### config.mk
export PLATFORM = sky130hd
export DESIGN_NAME = bus_arbitration_requester
export DESIGN_NICKNAME = d
export VERILOG_FILES = /design/src/design/bar_pkg.sv /design/src/design/bar_classify.sv /design/src/design/bar_step.sv /design/src/design/bus_arbitration_requester.sv
export SDC_FILE = /design/constraint.sdc
export NUM_CORES = 1
export LEC_CHECK = 0
export BUFFER_PORTS_ARGS = -buffer_cell sky130_fd_sc_hd__buf_4
export CAP_MARGIN = 0
export CORE_ASPECT_RATIO = 0.5
export CORE_MARGIN = 10
export CORE_UTILIZATION = 33
export DETAILED_ROUTE_END_ITERATION = 10
export GPL_ROUTABILITY_DRIVEN = 0
export GPL_TIMING_DRIVEN = 0
export PLACE_DENSITY = 0.51
export SETUP_SLACK_MARGIN = 0.15
export SLEW_MARGIN = 20
export SYNTH_ARGS = -nofsm -noshare
export SYNTH_HDL_FRONTEND = slang
export SYNTH_SLANG_ARGS = --single-unit
### constraint.sdc
create_clock -name clk -period 2.9 [get_ports clk]
set_input_delay 0.29 -clock clk [delete_from_list [all_inputs] [get_ports clk]]
set_output_delay 0.29 -clock clk [all_outputs]
set_load 0.02 [all_outputs]
### src/design/bar_pkg.sv
package bar_pkg;

    // item opcodes
    localparam logic [2:0] OP_BYTE      = 3'd0;
    localparam logic [2:0] OP_REQUEST   = 3'd1;
    localparam logic [2:0] OP_SENT      = 3'd2;
    localparam logic [2:0] OP_START_ERR = 3'd3;
    localparam logic [2:0] OP_RESTART   = 3'd4;

    // arbitration phases
    localparam logic [1:0] PH_OBSERVE = 2'd0;
    localparam logic [1:0] PH_FIRST   = 2'd1;
    localparam logic [1:0] PH_RETRY   = 2'd2;
    localparam logic [1:0] PH_SECOND  = 2'd3;

    // result codes
    localparam logic [3:0] RC_OBSERVE_SYN  = 4'd0;
    localparam logic [3:0] RC_OBSERVE_DATA = 4'd1;
    localparam logic [3:0] RC_FIRST_SYN    = 4'd2;
    localparam logic [3:0] RC_FIRST_WON    = 4'd3;
    localparam logic [3:0] RC_FIRST_RETRY  = 4'd4;
    localparam logic [3:0] RC_FIRST_LOST   = 4'd5;
    localparam logic [3:0] RC_FIRST_ERROR  = 4'd6;
    localparam logic [3:0] RC_RETRY_SYN    = 4'd7;
    localparam logic [3:0] RC_RETRY_ERROR  = 4'd8;
    localparam logic [3:0] RC_SECOND_WON   = 4'd9;
    localparam logic [3:0] RC_SECOND_LOST  = 4'd10;
    localparam logic [3:0] RC_SECOND_ERROR = 4'd11;

    // configuration register indexes
    localparam logic CFG_MAX_LOCK = 1'b0;
    localparam logic CFG_SYN      = 1'b1;

    localparam logic [7:0] LOCK_LIMIT     = 8'd25;
    localparam logic [4:0] MAX_LOCK_RESET = 5'd25;
    localparam logic [7:0] SYN_RESET      = 8'd170;
    localparam logic [7:0] LOW_MASK       = 8'h0f;

    typedef struct packed {
        logic [1:0] phase;
        logic [3:0] last_result;
        logic [4:0] lock;
        logic       pending;
        logic [7:0] addr;
        logic       ext;
    } state_t;

    typedef struct packed {
        logic syn;
        logic own;
        logic master;
        logic same_low;
    } class_t;

    function automatic logic [4:0] clamp_lock(input logic [4:0] v);
        logic [4:0] r;
        r = v;
        if ({3'b000, v} > LOCK_LIMIT)
        begin
            r = LOCK_LIMIT[4:0];
        end
        return r;
    endfunction

    // master address nibbles are 0, 1, 3, 7 or f
    function automatic logic nibble_ok(input logic [3:0] n);
        logic [3:0] inc;
        inc = n + 4'd1;
        return (n & inc) == 4'd0;
    endfunction

    localparam logic [4:0] LOCK_RESET = clamp_lock(MAX_LOCK_RESET);

endpackage

### src/design/bar_classify.sv
module bar_classify (
    input  logic [7:0]      bus_byte,
    input  logic [7:0]      syn_symbol,
    input  logic [7:0]      arb_addr,
    output bar_pkg::class_t cls
);

    always_comb
    begin
        cls.syn      = bus_byte == syn_symbol;
        cls.own      = bus_byte == arb_addr;
        cls.master   = bar_pkg::nibble_ok(bus_byte[3:0]) && bar_pkg::nibble_ok(bus_byte[7:4]);
        cls.same_low = (bus_byte & bar_pkg::LOW_MASK) == (arb_addr & bar_pkg::LOW_MASK);
    end

endmodule

### src/design/bar_step.sv
module bar_step (
    input  bar_pkg::state_t st,
    input  logic [2:0]      opcode,
    input  logic [7:0]      bus_byte,
    input  logic [7:0]      own_address,
    input  logic            external,
    input  logic [4:0]      max_lock,
    input  logic [7:0]      syn_symbol,
    output bar_pkg::state_t nxt,
    output logic            bus_free,
    output logic            notify_handler,
    output logic            notify_external
);

    bar_pkg::class_t cls;
    logic            free_now;

    bar_classify u_classify (
        .bus_byte   (bus_byte),
        .syn_symbol (syn_symbol),
        .arb_addr   (st.addr),
        .cls        (cls)
    );

    assign free_now = (st.last_result == bar_pkg::RC_OBSERVE_SYN) && (st.lock == 5'd0)
                      && !st.pending;

    always_comb
    begin
        nxt             = st;
        notify_handler  = 1'b0;
        notify_external = 1'b0;
        unique case (opcode)
            bar_pkg::OP_BYTE:
            begin
                unique case (st.phase)
                    bar_pkg::PH_OBSERVE:
                    begin
                        if (cls.syn)
                        begin
                            if (st.lock != 5'd0)
                            begin
                                nxt.lock = st.lock - 5'd1;
                            end
                            nxt.last_result = bar_pkg::RC_OBSERVE_SYN;
                        end
                        else
                        begin
                            nxt.last_result = bar_pkg::RC_OBSERVE_DATA;
                        end
                    end
                    bar_pkg::PH_FIRST:
                    begin
                        if (cls.syn)
                        begin
                            nxt.last_result = bar_pkg::RC_FIRST_SYN;
                        end
                        else if (cls.own)
                        begin
                            nxt.lock        = max_lock;
                            nxt.phase       = bar_pkg::PH_OBSERVE;
                            nxt.last_result = bar_pkg::RC_FIRST_WON;
                        end
                        else if (cls.master && cls.same_low)
                        begin
                            nxt.phase       = bar_pkg::PH_RETRY;
                            nxt.pending     = 1'b1;
                            nxt.last_result = bar_pkg::RC_FIRST_RETRY;
                        end
                        else if (cls.master)
                        begin
                            nxt.phase       = bar_pkg::PH_OBSERVE;
                            nxt.last_result = bar_pkg::RC_FIRST_LOST;
                        end
                        else
                        begin
                            nxt.phase       = bar_pkg::PH_OBSERVE;
                            nxt.last_result = bar_pkg::RC_FIRST_ERROR;
                        end
                    end
                    bar_pkg::PH_RETRY:
                    begin
                        if (cls.syn)
                        begin
                            nxt.phase       = bar_pkg::PH_SECOND;
                            nxt.last_result = bar_pkg::RC_RETRY_SYN;
                        end
                        else
                        begin
                            nxt.phase       = bar_pkg::PH_OBSERVE;
                            nxt.last_result = bar_pkg::RC_RETRY_ERROR;
                        end
                    end
                    default:
                    begin
                        // second phase has no syn test
                        if (cls.own)
                        begin
                            nxt.lock        = max_lock;
                            nxt.last_result = bar_pkg::RC_SECOND_WON;
                        end
                        else if (cls.master)
                        begin
                            nxt.last_result = bar_pkg::RC_SECOND_LOST;
                        end
                        else
                        begin
                            nxt.last_result = bar_pkg::RC_SECOND_ERROR;
                        end
                        nxt.phase = bar_pkg::PH_OBSERVE;
                    end
                endcase
            end
            bar_pkg::OP_REQUEST:
            begin
                if (free_now)
                begin
                    nxt.addr    = own_address;
                    nxt.ext     = external;
                    nxt.pending = 1'b1;
                end
            end
            bar_pkg::OP_SENT:
            begin
                nxt.pending = 1'b0;
                if (st.phase == bar_pkg::PH_OBSERVE)
                begin
                    nxt.phase = bar_pkg::PH_FIRST;
                end
                notify_external = st.ext;
                notify_handler  = !st.ext;
            end
            bar_pkg::OP_START_ERR:
            begin
                nxt.pending     = 1'b0;
                nxt.phase       = bar_pkg::PH_OBSERVE;
                nxt.last_result = bar_pkg::RC_OBSERVE_SYN;
            end
            bar_pkg::OP_RESTART:
            begin
                nxt.lock    = max_lock;
                nxt.pending = 1'b0;
                nxt.phase   = bar_pkg::PH_OBSERVE;
            end
            default:
            begin
                nxt = st;
            end
        endcase
    end

    assign bus_free = (nxt.last_result == bar_pkg::RC_OBSERVE_SYN) && (nxt.lock == 5'd0)
                      && !nxt.pending;

endmodule

### src/design/bus_arbitration_requester.sv
// channel   direction  handshake            payload
// in        input      in_valid / in_stall  opcode, bus_byte, own_address, external
// out       output     out_valid / out_stall result_code, request_pending, lock_count,
//                                           phase, bus_free, notify_handler, notify_external
// cfg       input      cfg_valid / cfg_ready cfg_index, cfg_data
//
// one transaction accepted per cycle while in_stall is low; out_valid rises once the
// transaction has passed the input register and then the result register; arbitration
// state updates as the item leaves the input register
// asynchronous active-low reset; no clearing pass, the block is ready straight after reset
// a stalled output holds the result register and the input register, and in_stall rises
// only while the input register is full and cannot move on
module bus_arbitration_requester (
    input  logic       clk,
    input  logic       rst_n,
    // input channel
    input  logic       in_valid,
    output logic       in_stall,
    input  logic [2:0] opcode,
    input  logic [7:0] bus_byte,
    input  logic [7:0] own_address,
    input  logic       external,
    // result channel
    output logic       out_valid,
    input  logic       out_stall,
    output logic [3:0] result_code,
    output logic       request_pending,
    output logic [4:0] lock_count,
    output logic [1:0] phase,
    output logic       bus_free,
    output logic       notify_handler,
    output logic       notify_external,
    // configuration channel
    input  logic       cfg_valid,
    output logic       cfg_ready,
    input  logic       cfg_index,
    input  logic [7:0] cfg_data
);

    // configuration registers
    logic [4:0] max_lock_reg;
    logic [7:0] syn_reg;

    // arbitration state
    bar_pkg::state_t state_reg;
    bar_pkg::state_t state_next;

    // input register
    logic       in_valid_reg;
    logic [2:0] op_reg;
    logic [7:0] byte_reg;
    logic [7:0] addr_reg;
    logic       ext_reg;

    // result register
    logic       out_valid_reg;
    logic [3:0] code_reg;
    logic       pending_reg;
    logic [4:0] lock_reg;
    logic [1:0] phase_reg;
    logic       free_reg;
    logic       nh_reg;
    logic       ne_reg;

    logic       free_next;
    logic       nh_next;
    logic       ne_next;

    logic       out_free;
    logic       proc;
    logic       in_take;
    logic       cfg_take;
    logic [4:0] cfg_lock;

    // result register can load when empty or being drained this cycle
    assign out_free  = !out_valid_reg || !out_stall;
    assign proc      = in_valid_reg && out_free;
    assign in_stall  = in_valid_reg && !out_free;
    assign in_take   = in_valid && !in_stall;
    assign cfg_ready = 1'b1;
    assign cfg_take  = cfg_valid && cfg_ready;
    assign cfg_lock  = bar_pkg::clamp_lock(cfg_data[4:0]);

    bar_step u_step (
        .st              (state_reg),
        .opcode          (op_reg),
        .bus_byte        (byte_reg),
        .own_address     (addr_reg),
        .external        (ext_reg),
        .max_lock        (max_lock_reg),
        .syn_symbol      (syn_reg),
        .nxt             (state_next),
        .bus_free        (free_next),
        .notify_handler  (nh_next),
        .notify_external (ne_next)
    );

    // configuration and arbitration state
    always_ff @(posedge clk or negedge rst_n)
    begin
        if (!rst_n)
        begin
            max_lock_reg          <= bar_pkg::LOCK_RESET;
            syn_reg               <= bar_pkg::SYN_RESET;
            state_reg.phase       <= bar_pkg::PH_OBSERVE;
            state_reg.last_result <= bar_pkg::RC_OBSERVE_SYN;
            state_reg.lock        <= bar_pkg::LOCK_RESET;
            state_reg.pending     <= 1'b0;
            state_reg.addr        <= 8'd0;
            state_reg.ext         <= 1'b0;
        end
        else if (cfg_take)
        begin
            // the user must write only while idle; the block itself does not enforce it
            unique case (cfg_index)
                bar_pkg::CFG_MAX_LOCK:
                begin
                    max_lock_reg <= cfg_lock;
                    if (state_reg.lock > cfg_lock)
                    begin
                        state_reg.lock <= cfg_lock;
                    end
                end
                default:
                begin
                    syn_reg <= cfg_data;
                end
            endcase
        end
        else if (proc)
        begin
            state_reg <= state_next;
        end
    end

    // input register control
    always_ff @(posedge clk or negedge rst_n)
    begin
        if (!rst_n)
        begin
            in_valid_reg <= 1'b0;
        end
        else if (in_take)
        begin
            in_valid_reg <= 1'b1;
        end
        else if (proc)
        begin
            in_valid_reg <= 1'b0;
        end
    end

    // input payload
    always_ff @(posedge clk)
    begin
        if (in_take)
        begin
            op_reg   <= opcode;
            byte_reg <= bus_byte;
            addr_reg <= own_address;
            ext_reg  <= external;
        end
    end

    // result register control
    always_ff @(posedge clk or negedge rst_n)
    begin
        if (!rst_n)
        begin
            out_valid_reg <= 1'b0;
        end
        else if (out_free)
        begin
            out_valid_reg <= proc;
        end
    end

    // result payload
    always_ff @(posedge clk)
    begin
        if (proc)
        begin
            code_reg    <= state_next.last_result;
            pending_reg <= state_next.pending;
            lock_reg    <= state_next.lock;
            phase_reg   <= state_next.phase;
            free_reg    <= free_next;
            nh_reg      <= nh_next;
            ne_reg      <= ne_next;
        end
    end

    assign out_valid       = out_valid_reg;
    assign result_code     = code_reg;
    assign request_pending = pending_reg;
    assign lock_count      = lock_reg;
    assign phase           = phase_reg;
    assign bus_free        = free_reg;
    assign notify_handler  = nh_reg;
    assign notify_external = ne_reg;

    // only one notify pulse per transaction
    assert property (@(posedge clk) disable iff (!rst_n)
        out_valid_reg |-> !(nh_reg && ne_reg))
        else $error("both notify pulses set");

    // free bus means idle result, zero lock count and nothing pending
    assert property (@(posedge clk) disable iff (!rst_n)
        (out_valid_reg && free_reg) |->
        (!pending_reg && lock_reg == 5'd0 && code_reg == bar_pkg::RC_OBSERVE_SYN))
        else $error("bus free flag inconsistent with status");

    // lock counter never exceeds its reload value
    assert property (@(posedge clk) disable iff (!rst_n)
        state_reg.lock <= max_lock_reg)
        else $error("lock counter above maximum");

    // a held input transaction is not lost while the result side is stalled
    assert property (@(posedge clk) disable iff (!rst_n)
        (in_valid_reg && !out_free) |=> in_valid_reg && $stable(op_reg))
        else $error("held input transaction dropped");

endmodule

==> key figures <==
Outcome
  • Run status: finished, final reports clean

Routing
  • Overall via count from detail_route: 2,867
  • Drt drc: 0
  • Post-Route WL: 9630 microns
  • WL/cell: 17.6 microns
  • Vias per std cell: 5.25
  • Initial DRC Count: 510
  • Number of routed nets with antenna violations: 0
  • First-pass DRT Iterations: 5

Pwr
  • Peak supply drop: 0.000315 V
  • PD cells: 741 nW/um^2
  • LEAKAGE: 1.85 nW

Yosys
  • Cells after Synth: 334
  • Leading area contributor after synthesis: edfxtp_1
  • Synth top area share: 0.283
  • Total number of yosys warnings: 0
  • Post-synthesis sequential area ratio: 0.529
  • Top cells by count, synth: edfxtp_1 (35), nand2_1 (29), nor2_1 (28)
  • EDFF count, synth: 35
  • Synth unique cells: 59
  • Syn nets: 374
  • Synthesis-stage register bit count: 71
  • Top-count cell post-synth: edfxtp_1
  • Synth Flop Type: edfxtp_1
  • Ys async rst share: 0.507
  • Synth top area cells: edfxtp_1 (28%), dfrtp_1 (18%), dfstp_2 (7.1%), mux2_2 (6.1%), xnor2_1 (3.8%)
  • Mapped cell area: 3710 sq um
  • Avg Cell Area, Syn: 11.1 sq um

Floorplan
  • Top Ports: 52
  • Die Footprint: 16,200 sq um
  • Row count: 27
  • Initial Util: 0.338
  • Die boundary width: 170 microns
  • Area of the core: 11,000 sq um
  • Die H: 95.0 microns

Hold path
  • Hold path start: own_address[3]
  • Cell depth of the worst hold path: 1
  • Worst Hold Endpoint: addr_reg[3]$_DFFE_PP_
  • Hold WC Path Type: in -> reg

Global route
  • Largest net degree at the start of global routing: 37
  • Vias in the first global route: 2,903
  • Gr usage total: 0.122
  • Global-route wire length before repair: 15,500 microns
  • GRT overflow: 0
  • Antenna violations before repair: 0

STA
  • Endpoints failing setup: 0
  • Worst slew margin: 0.405
  • Sum Neg Setup Slack: 0 ns
  • Shortest period the worst path allows: 2.68 ns
  • Worst-Margin Slew: 0.893 ns
  • PnR worst setup slack: 0.216 ns
  • FMAX: 373 MHz
  • Final Cycle Share: 0.925
  • Hold Violations, Final: 0
  • Clk_skew: 0.00522 ns
  • RSZ-0062 raised after global routing: yes
  • Pins Over Slew Limit: 0

Worst setup path
  • Crit-path slowest cell: or4b_1
  • Critical Path, Cell by Cell: xnor2_1, nand4_1, nor2_1, or4_1, o211ai_1, or4b_1, nor4_2
  • Worst EP arrival: 2.85 ns
  • Critical path class: reg -> reg
  • R2R setup slack: 0.22 ns
  • R2R cell count: 7
  • Crit path launch type: flop
  • Worst r2r dst: bus_free$_DFFE_PP_
  • Top fanout value on the critical path: 6
  • Reg2Reg Launch Point: byte_reg[5]$_DFFE_PP_
  • Max stage delay on crit path: 0.52 ns
  • Crit path required time: 3.06 ns
  • Crit. End Element: flop

Place
  • Setup WS pre-CTS: -0.0412 ns
  • Placed insts: 529
  • Dpl hpwl: 7220 microns
  • Port Buffers: 50

Run
  • Max-capacitance violation count: 0

Clock tree
  • Num Clock Sinks: 71
  • Register clock-pin slew on the reported worst setup and hold paths: 0.06 ns
  • Total CTS buffers: 9
  • Root Driver: clkbuf_16
  • Clk_lat worst skew: 0.33 ns
  • CTS tree: done
  • Clock Path Buffers: 2
  • Post-CTS setup buffer count: 0
  • H-tree lvl count: 3

Cells and area
  • Antenna diodes: 0
  • Max reg flops: 21
  • Cell Count, Final, Fillers Out: 546
  • Share of cells above drive strength 1: 0.287
  • Nets@finish: 436
  • Post-route core utilization: 0.418
  • Area Overhead vs Synth: 23.5%
==> through the flow <==
stage | power [mW] | hold WS [ns] | cell area [sq um]
detailed placement | 2.36 | 0.293 | 4270
CTS | 3.40 | 0.120 | 4570
finish | 3.40 | 0.130 | 4590
global placement | 2.33 | 0.278 | 4270
global route | 3.59 | 0.111 | 4590
floorplan | 2.05 | -0.00559 | 3710
==> what timing repair did <==
| action | in CTS | in global routing |
|---|---|---|
| gates resized for setup | 3 | 2 |
| hold buffers | 1 | 0 |
| setup endpoints to repair | 10 | 14 |
| endpoints found under the hold margin | 26 | 0 |
==> layer usage <==
metal / GRT usage / routed length (microns) / up-vias
met5: 0 / 0 / -
met4: 0.0399 / 159 / 0
met3: 0.0379 / 602 / 15
met2: 0.183 / 4070 / 112
met1: 0.165 / 4790 / 1361
li1: - / - / 1379
==> report_power, final <==
| part | switching (mW) | leakage [nW] | internal [mW] | total, mW |
|---|---|---|---|---|
| logic | 0.548 | 0.933 | 0.425 | 0.973 |
| registers | 0.151 | 0.780 | 1.26 | 1.41 |
| clock network | 0.411 | 0.135 | 0.601 | 1.01 |
==> cells by family after synthesis <==
group / share of synthesized area
AND/OR/NAND/NOR: 0.168
AO/OA/AOI/OAI: 0.149
flip-flops: 0.529
buffers and inverters: 0.0290
multiplexers: 0.0660
XOR/XNOR: 0.0377
adder cells (fa/ha/maj): 0.0202
other: 0.00101
==> worst max-delay path, delay by kind of cell, from the launching register on <==
kind	cells	cell delay [ns]
simple gates	5	1.72
flops	1	0.47
xor+xnor	1	0.24
compound gates	1	0.08
==> layout make-up <==
| class | instances | area [sq um] |
|---|---|---|
| plain buffers | 13 | 55.1 |
| clock buffers | 11 | 243 |
| clock inverters | 5 | 35.0 |
| fillers | 1037 | 6390 |
| inverters | 14 | 52.6 |
| multi-input cells | 236 | 1670 |
| flip-flops and latches | 71 | 1960 |
| well taps | 145 | 181 |
| repair buffers | 51 | 385 |
==> worst max-delay path by stage <==
stage / from / end
2_1_floorplan: state_reg[10]$_DFFE_PN1P_ / bus_free$_DFFE_PP_
3_3_place_gp: out_stall / state_reg[0]$_DFFE_PN0P_
3_5_place_dp: out_stall / state_reg[3]$_DFFE_PN0P_
4_1_cts: state_reg[11]$_DFFE_PN0P_ / bus_free$_DFFE_PP_
5_1_grt: byte_reg[6]$_DFFE_PP_ / bus_free$_DFFE_PP_
6_report: byte_reg[5]$_DFFE_PP_ / bus_free$_DFFE_PP_
==> layout by cell type (no fill, tap or decap), types with 11 or more instances in the layout <==
cell type	instances
buf_4	51
edfxtp_1	35
nand2_1	29
nor2_1	28
dfrtp_1	26
mux2_2	20
o21ai_0	19
xnor2_1	16
inv_1	14
clkbuf_1	11
a21oi_1	11
No activity file was read; power rests on OpenSTA's default activity.
